`config.mk`:
```
export PLATFORM = sky130hd
export DESIGN_NAME = npcs_dist_unit
export DESIGN_NICKNAME = d
export VERILOG_FILES = /design/src/rtl/npcs_pkg.sv /design/src/rtl/npcs_dist_unit.sv
export SDC_FILE = /design/constraint.sdc
export NUM_CORES = 1
export LEC_CHECK = 0
export BUFFER_PORTS_ARGS = -buffer_cell sky130_fd_sc_hd__buf_2
export CORE_MARGIN = 2
export CORE_UTILIZATION = 30
export CTS_BUF_LIST = sky130_fd_sc_hd__clkbuf_8
export CTS_CLUSTER_SIZE = 40
export DETAILED_ROUTE_END_ITERATION = 10
export PLACE_DENSITY_LB_ADDON = 0.15
export RECOVER_POWER = 50
export SETUP_SLACK_MARGIN = 0.15
export SLEW_MARGIN = 20
export SYNTH_ARGS = -nofsm -noshare
export SYNTH_HDL_FRONTEND = slang
export SYNTH_SLANG_ARGS = --single-unit
```
`constraint.sdc`:
```
create_clock -name clk_i -period 8.7 [get_ports clk_i]
set_input_delay 0.435 -clock clk_i [delete_from_list [all_inputs] [get_ports clk_i]]
set_output_delay 0.435 -clock clk_i [all_outputs]
set_load 0.005 [all_outputs]
```
`src/rtl/npcs_pkg.sv`:
```
package npcs_pkg;

  localparam int unsigned COLOR_W = 8;
  localparam int unsigned SQ_W    = 16;
  // 3 * 255 * 255 fits in 18 bits
  localparam int unsigned DIST_W  = 18;
  localparam int unsigned INDEX_W = 8;

  localparam logic OP_LOAD  = 1'b0;
  localparam logic OP_PIXEL = 1'b1;

  typedef struct packed {
    logic [COLOR_W-1:0] red;
    logic [COLOR_W-1:0] green;
    logic [COLOR_W-1:0] blue;
  } rgb_t;

endpackage

```
`src/rtl/npcs_dist_unit.sv`:
```
module npcs_dist_unit (
  input  logic                          clk_i,
  input  logic                          en_i,
  input  npcs_pkg::rgb_t                pix_i,
  input  npcs_pkg::rgb_t                ent_i,
  output logic [npcs_pkg::DIST_W-1:0]   dist_o
);

  logic [npcs_pkg::COLOR_W-1:0] dr, dg, db;
  logic [npcs_pkg::SQ_W-1:0]    sq_r_d, sq_g_d, sq_b_d;
  logic [npcs_pkg::SQ_W-1:0]    sq_r_q, sq_g_q, sq_b_q;

  // absolute component differences and their squares
  always_comb begin
    dr = (pix_i.red >= ent_i.red) ? pix_i.red - ent_i.red : ent_i.red - pix_i.red;
    dg = (pix_i.green >= ent_i.green) ? pix_i.green - ent_i.green
                                      : ent_i.green - pix_i.green;
    db = (pix_i.blue >= ent_i.blue) ? pix_i.blue - ent_i.blue : ent_i.blue - pix_i.blue;
    sq_r_d = {8'b0, dr} * {8'b0, dr};
    sq_g_d = {8'b0, dg} * {8'b0, dg};
    sq_b_d = {8'b0, db} * {8'b0, db};
  end

  always_ff @(posedge clk_i) begin
    if (en_i) begin
      sq_r_q <= sq_r_d;
      sq_g_q <= sq_g_d;
      sq_b_q <= sq_b_d;
    end
  end

  assign dist_o = npcs_pkg::DIST_W'(sq_r_q) + npcs_pkg::DIST_W'(sq_g_q)
                + npcs_pkg::DIST_W'(sq_b_q);

endmodule

```
==> metrics.csv, run 1 <==
stage,metric,value,unit
run_status,outcome,"finished, violations left",
run_status,failing checks,"max-capacitance violations, max-slew violations",
final_layout,FILL cells,3270,
cts,cts repair resizes,0,
cts,H-Tree Depth,2,
die,die width,181,µm
min_path,hold crit path type,primary input to flop,
worst_setup_path,family with the most delay on the worst path,adder cells,
routing,WL final,18600,µm
placement,IO buf count,67,
worst_setup_path,slowest CP cell,xor2_1,
worst_setup_path,Startpoint Class,primary input,
global_route,Congestion Overflow GR,0,
worst_setup_path,crit path max fanout,11,
timing,Final Cycle Share,0.774,
final_layout,# diodes,0,
worst_setup_path,CP required,8760,ps
worst_setup_path,worst path buffer plus inverter count,5,
routing,DR pass1 iterations,4,
final_layout,register area,0.00135,mm²
final_layout,share of cells above drive strength 1,0.109,
timing,endpoints failing setup,0,
logic_synthesis,Synth Warn #,0,
worst_setup_path,Critical Path End Type,flop,
cts,hold-fix buffer count after cts,0,
cts,"Reg clk slew, reported paths",90,ps
placement,post-DP HPWL,16400,µm
global_route,vias in the first global route,7089,
cts,"Setup Fix Bufs, Post-CTS",0,
routing,routed via count,6683,
timing,min Tclk post-route,6730,ps
placement,RD Place Congestion,0.794,
cts,Root Driver,clkbuf_8,
global_route,largest net degree at the start of global routing,46,
final_layout,Syn-to-layout area delta,8.75,%
timing,"Slew Viols, Final",34,
logic_synthesis,ys flop type,edfxtp_1,
cts,CTS sink cnt,45,
flow_run,maxcap violations,1,
global_route,GRT Overall Usage,0.122,
timing,Slew HR,-0.193,
timing,RSZ-0062 raised after global routing,no,
routing,vias per inst,4.53,
worst_setup_path,CP max stage delay,740,ps
timing,Final Hold Fails,0,
die,die height,181,µm
timing,final setup TNS,0,ps
routing,Detailed Route Iter0 Violations,218,
logic_synthesis,number of synthesized flops with an enable pin,45,
worst_setup_path,CP Class,primary input to flop,
die,IO Count,68,
global_route,initial antenna violation count,0,
routing,DRC viols,0,
logic_synthesis,sequential share of the synthesized area,0.145,
logic_synthesis,mapped cell area,0.00935,mm²
worst_setup_path,arrival time worst endpoint,6790,ps
final_layout,Post-layout nets,1373,
logic_synthesis,synthesis-stage register bit count,45,
routing,average routed wire per standard cell,12.6,µm
routing,Antenna Nets Post-Route,0,
cts,TritonCTS Buffers,5,
timing,Worst Tran Pin Value,1790,ps
die,die footprint,0.0326,mm²
global_route,first-pass GRT wire length,33600,µm
logic_synthesis,Syn Area/Cell,9.19,µm²
die,initial core utilization,0.305,
timing,fmax,149,MHz
die,core area,0.0307,mm²
die,Rows,64,
logic_synthesis,Synth cell types,68,
cts,Clock Tree Buf Depth,2,
final_layout,multi-input combinational cell area,0.00710,mm²
logic_synthesis,Post-synth ARST share,0,
logic_synthesis,post-synthesis instance total,1017,
cts,CTS tree,done,
[cells in the mapped netlist, drive strengths merged, types with 3 or more instances]
cell	n	share of area
o21ai	25	0.013
o21bai	15	0.012
nand3	5	0.0027
nor2	107	0.044
xor2	19	0.020
a21o	31	0.025
nand2b	11	0.0074
a311oi	3	0.0035
o31ai	4	0.0032
buf	12	0.0091
xnor2	54	0.055
edfxtp	45	0.14
or2	14	0.0094
o21a	4	0.0032
o211ai	6	0.0054
nand2	29	0.012
nor2b	9	0.0060
mux2i	21	0.022
nand4	7	0.0063
o2111ai	4	0.0056
a21oi	57	0.032
ha	149	0.20
fa	97	0.21
o221ai	4	0.0051
and3	4	0.0028
or4	6	0.0056
a31o	4	0.0037
a2111o	5	0.0060
clkbuf	5	0.0023
nor3	13	0.0070
nand3b	5	0.0040
inv	213	0.086
a211oi	3	0.0048
[kinds of logic (layout without fill, tap and decap cells)]
family | count (synthesis) | in the layout | synth area share
xor gates and xnor gates | 73 | 73 | 0.0748
AOI/OAI and AO/OA | 178 | 178 | 0.135
buffers and inverters | 230 | 289 | 0.0969
adders and majority gates | 246 | 246 | 0.407
and+or+nand+nor | 221 | 221 | 0.116
DFF | 45 | 45 | 0.145
other | 1 | 3 | 0.000401
muxes | 23 | 23 | 0.0249
[cell type report]
type | count | share of cell area
clock inverter | 3 | 0.00209
inverter | 213 | 0.0786
multi-input combinational | 744 | 0.698
tap | 396 | 0.0487
sequential | 45 | 0.133
clock buffer | 5 | 0.00677
timing repair buffer | 68 | 0.0326
[registers in the layout, indices dropped and copies added (netlist names)]
signal,flops
sq_g_q,15
sq_r_q,15
sq_b_q,15
[cell usage in the layout (no fill, tap or decap), types with 6 or more instances in the layout]
cell type	n
o21bai_1	15
or2_2	13
inv_1	212
fa_1	97
mux2i_1	21
buf_2	60
xnor2_1	49
nand4_1	6
clkbuf_1	7
nand2_1	29
o21ai_0	25
edfxtp_1	45
a21o_1	30
ha_1	149
xor2_1	16
a21oi_1	56
nand2b_1	11
nor3_1	13
nor2b_1	9
nor2_1	104
[routing by layer]
metal | track usage | wire length, µm
met2 | 0.209 | 8850
met4 | 0.0110 | 105
met5 | 0 | 0
met3 | 0.0113 | 404
met1 | 0.172 | 9250
[metrics by stage]
step                setup WS (ps)  std cells  utilization  instance area [µm²]  hold WS (ps)
global route                 1440       1474        0.331                10200           761
floorplan                    2410       1019            -                 9360           547
finish                       1970       1474        0.331                10200           710
global placement             1780       1465        0.329                10100          1120
detailed placement           1600       1465        0.329                10100          1120
CTS                          1940       1473        0.332                10200           805
[path summary, 6_finish.rpt]
check,startpoint,endpoint,depth (start not counted)
max,pix_i[16],sq_r_q[13],26
min,en_i,sq_r_q[2],1
Power of run 1 is left out: the tool's default activity adds up to more than one toggle a clock period on the data nets, which glitch-free logic cannot reach.
==> inputs of run 2 (changes only) <==
==> constraint.sdc (replaced) <==
create_clock -name clk_i -period 6.8 [get_ports clk_i]
set_input_delay 0.34 -clock clk_i [delete_from_list [all_inputs] [get_ports clk_i]]
set_output_delay 0.34 -clock clk_i [all_outputs]
set_load 0.005 [all_outputs]
==> metrics.csv, run 2 (synthesis gave the netlist of run 1 again) <==
stage,metric,value,unit
run_status,outcome,"finished, violations left",
run_status,failing checks,"max-capacitance violations, max-slew violations",
global_route,first-pass GRT wire length,33900,µm
placement,post-DP HPWL,16500,µm
final_layout,"commonest non-fill, non-tap cells in the layout","213 x inv_1, 149 x ha_1, 104 x nor2_1",
worst_setup_path,CP required,6860,ps
routing,WL final,18800,µm
cts,hold-fix buffer count after cts,0,
worst_setup_path,arrival time worst endpoint,6340,ps
routing,routed via count,6782,
placement,IO buf count,67,
routing,DR pass1 iterations,7,
worst_setup_path,Critical Path End Type,flop,
final_layout,top flop regs,"sq_b_q x15, sq_g_q x15, sq_r_q x15",
timing,"Slew Viols, Final",46,
min_path,hold_sp,pix_i[9],
global_route,GRT Overall Usage,0.123,
routing,vias per inst,4.54,
global_route,vias in the first global route,7201,
min_path,hold crit path type,primary input to flop,
final_layout,Syn-to-layout area delta,10.6,%
timing,fmax,159,MHz
die,Rows,64,
die,die width,181,µm
global_route,initial antenna violation count,1,
cts,H-Tree Depth,2,
timing,hold slack final,774,ps
timing,final setup TNS,0,ps
worst_setup_path,crit path max fanout,6,
cts,CTS sink cnt,45,
die,die height,181,µm
flow_run,maxcap violations,1,
cts,Clock Tree Buf Depth,2,
final_layout,# diodes,0,
cts,"Reg clk slew, reported paths",80,ps
timing,Worst Tran Pin Value,2450,ps
timing,Final Hold Fails,0,
timing,RSZ-0062 raised after global routing,no,
timing,Final Cycle Share,0.923,
final_layout,FILL cells,3209,
final_layout,Post-layout nets,1394,
final_layout,"most common cell after layout, fill and taps aside",inv_1,
routing,average routed wire per standard cell,12.6,µm
routing,Antenna Nets Post-Route,0,
cts,TritonCTS Buffers,5,
placement,RD Place Congestion,0.785,
timing,endpoints failing setup,0,
worst_setup_path,Startpoint Class,primary input,
min_path,Hold Path End,sq_g_q[2],
placement,Post-Place Worst Slack,134,ps
cts,"Setup Fix Bufs, Post-CTS",0,
final_layout,share of cells above drive strength 1,0.125,
die,die footprint,0.0326,mm²
cts,CTS tree,done,
global_route,Congestion Overflow GR,0,
min_path,Hold Crit Depth,5,
die,initial core utilization,0.305,
timing,Slew HR,-0.634,
routing,DRC viols,0,
die,IO Count,68,
worst_setup_path,CP Class,primary input to flop,
timing,slack of the critical path,523,ps
cts,cts repair resizes,0,
global_route,largest net degree at the start of global routing,46,
routing,Detailed Route Iter0 Violations,208,
die,core area,0.0307,mm²
timing,min Tclk post-route,6280,ps
cts,Root Driver,clkbuf_8,
[run 2: changes by cell type in the layout (fill, tap and decap cells not counted), sizes merged]
cell      change
buf          +22
clkbuf        -1
clkinvlp      -1
bufinv        +1
[run 2: per-stage QoR]
stage | util | cells | instance area (µm²)
floorplan | - | 1019 | 9360
detailed placement | 0.334 | 1487 | 10200
CTS | 0.338 | 1495 | 10400
global route | 0.337 | 1495 | 10300
global placement | 0.334 | 1487 | 10200
finish | 0.337 | 1495 | 10300
[run 2: metal layers]
layer  share of wire  global-route usage  wire length [µm]  vias to the layer above
met5               0                   0                 0                        -
met4          0.0081              0.0168               153                        0
met1            0.51               0.171              9550                     3212
met2            0.46               0.209              8690                       60
met3           0.021              0.0137               397                       14
li1                -                   -                 -                     3496
[run 2: area by class of cell]
cell class                 count  area (µm²)  share of cell area
clock buffer                   5        68.8             0.00666
inverter                     213         800              0.0774
timing repair buffer          89         484              0.0469
multi-input combinational    744        7090               0.686
clock inverter                 3        42.5             0.00412
tap                          396         495              0.0479
sequential                    45        1350               0.131
[run 2: worst max-delay path by stage]
stage / start / to / slack (ps) / depth (start not counted)
floorplan: pix_i[8] / sq_g_q[12] / 600 / 22
detailed placement: pix_i[8] / sq_g_q[12] / 130 / 23
finish: pix_i[8] / sq_g_q[13] / 520 / 28
global placement: pix_i[8] / sq_g_q[13] / 270 / 26
CTS: pix_i[8] / sq_g_q[13] / 440 / 26
global route: pix_i[8] / sq_g_q[12] / 90 / 24
[run 2: worst max-delay path: stages]
cell and delay (ps):
buf_2 110, inv_1 50, ha_1 170, inv_1 50, fa_1 370, a21o_1 190
a211oi_2 260, o221ai_1 390, mux2i_1 370, xor2_2 180, buf_4 190, nor2_1 100
ha_1 140, inv_1 80, fa_1 490, inv_1 40, ha_1 270, inv_1 50
fa_1 500, inv_1 70, fa_1 460, a21o_1 180, a21oi_1 230, o21bai_1 130
a2111o_1 450, a31o_2 240, a21oi_1 160, xnor2_1 90
Power of run 2 is left out for the same reason.
==> inputs of run 3 (changes only) <==
--- a/config.mk
+++ b/config.mk
@@ -7,7 +7,7 @@
 export LEC_CHECK = 0
 export BUFFER_PORTS_ARGS = -buffer_cell sky130_fd_sc_hd__buf_2
 export CORE_MARGIN = 2
-export CORE_UTILIZATION = 30
+export CORE_UTILIZATION = 35
 export CTS_BUF_LIST = sky130_fd_sc_hd__clkbuf_8
 export CTS_CLUSTER_SIZE = 40
 export DETAILED_ROUTE_END_ITERATION = 10
==> metrics.csv, run 3 (synthesis gave the netlist of run 1 again) <==
stage,metric,value,unit
cts,TritonCTS Buffers,5,
global_route,initial antenna violation count,0,
routing,DR pass1 iterations,7,
global_route,Congestion Overflow GR,0,
final_layout,Syn-to-layout area delta,9.46,%
placement,IO buf count,67,
routing,met2 wire len,8520,µm
cts,Root Driver,clkbuf_8,
final_layout,"commonest non-fill, non-tap cells in the layout","212 x inv_1, 149 x ha_1, 104 x nor2_1",
die,IO Count,68,
timing,fmax,160,MHz
min_path,hold crit path type,primary input to flop,
timing,"Slew Viols, Final",46,
worst_setup_path,CP required,6870,ps
die,die height,167,µm
timing,endpoints failing setup,0,
die,core area,0.0261,mm²
cts,H-Tree Depth,2,
final_layout,"most common cell after layout, fill and taps aside",inv_1,
placement,placed insts,1422,
placement,dpl cell area,0.0101,mm²
final_layout,# diodes,0,
min_path,Hold Crit Depth,3,
timing,Final Cycle Share,0.917,
routing,top routing layer used,met4,
final_layout,Post-layout nets,1390,
cts,hold-fix buffer count after cts,0,
final_layout,top flop regs,"sq_b_q x15, sq_g_q x15, sq_r_q x15",
timing,Slew HR,-0.622,
worst_setup_path,crit path max fanout,9,
min_path,hold_sp,ent_i[16],
cts,"Setup Fix Bufs, Post-CTS",0,
global_route,vias in the first global route,7057,
routing,routed via count,6686,
global_route,GRT Overall Usage,0.140,
timing,Final Hold Fails,0,
placement,post-DP HPWL,15900,µm
cts,cts repair resizes,0,
flow_run,maxcap violations,1,
routing,average routed wire per standard cell,12.7,µm
final_layout,fin area,0.0102,mm²
routing,Antenna Nets Post-Route,0,
cts,"Reg clk slew, reported paths",90,ps
placement,RD Place Congestion,0.766,
timing,min Tclk post-route,6240,ps
timing,RSZ-0062 raised after global routing,no,
run_status,failing checks,"design-rule violations, max-capacitance violations, max-slew violations",
routing,Detailed Route Iter0 Violations,265,
final_layout,FILL cells,2687,
worst_setup_path,Critical Path End Type,flop,
routing,M1 WL,9200,µm
timing,Worst Tran Pin Value,2430,ps
worst_setup_path,Startpoint Class,primary input,
die,die footprint,0.0280,mm²
global_route,first-pass GRT wire length,33100,µm
die,initial core utilization,0.358,
final_layout,share of cells above drive strength 1,0.123,
worst_setup_path,CP Class,primary input to flop,
global_route,largest net degree at the start of global routing,46,
routing,vias per inst,4.68,
min_path,Hold Path End,sq_r_q[0],
die,die width,167,µm
final_layout,Final Non-Filler Cells,1430,
timing,final setup TNS,0,ps
cts,Clock Tree Buf Depth,2,
cts,CTS sink cnt,45,
routing,WL final,18200,µm
die,Rows,59,
run_status,outcome,"finished, violations left",
cts,CTS tree,done,
routing,DRC viols,6,
worst_setup_path,arrival time worst endpoint,6300,ps
routing,met3 WL,423,µm
## run 3: per-stage QoR
step                      setup WS [ps]  hold WS [ps]   util
after floorplan                     602           452      -
after global placement              221           992  0.388
after detailed placement            126           997  0.388
after CTS                           452           672  0.392
after global routing                144           754  0.392
final                               565           707  0.392
## run 3: cell type report
class | instances | area (µm²) | area share
Clock buffer | 5 | 68.8 | 0.00673
Clock inverter | 3 | 43.8 | 0.00428
Inverter | 213 | 800 | 0.0781
Multi-Input combinational cell | 744 | 7090 | 0.693
Sequential cell | 45 | 1350 | 0.132
Tap cell | 335 | 419 | 0.0410
Timing Repair Buffer | 85 | 458 | 0.0448
## run 3: how the worst max path moves through the flow
stage / from / end / slack [ps]
after floorplan: pix_i[8] / sq_g_q[12] / 600
after global placement: pix_i[0] / sq_b_q[13] / 220
after detailed placement: pix_i[0] / sq_b_q[13] / 130
after CTS: pix_i[0] / sq_b_q[13] / 450
after global routing: pix_i[0] / sq_b_q[13] / 140
final: pix_i[0] / sq_b_q[13] / 560
## run 3: critical path: stages
cell and delay [ps]:
buf_2 110, inv_1 50, ha_1 160, inv_1 60
fa_1 370, a21o_1 210, a211oi_2 240, o221ai_1 330
mux2i_1 220, xnor2_1 630, or2_1 240, inv_1 60
fa_1 480, fa_1 540, inv_1 50, fa_1 500
fa_1 540, inv_1 40, ha_1 340, a2111o_1 400
a31oi_1 170, o21bai_1 90, xor2_1 140
## run 3: per-layer routing
layer  track usage  vias to the layer above
li1              -                     3492
met1         0.197                     3131
met2         0.243                       59
met3        0.0144                        4
met4        0.0117                        0
met5             0                        -
Power of run 3 is left out for the same reason.
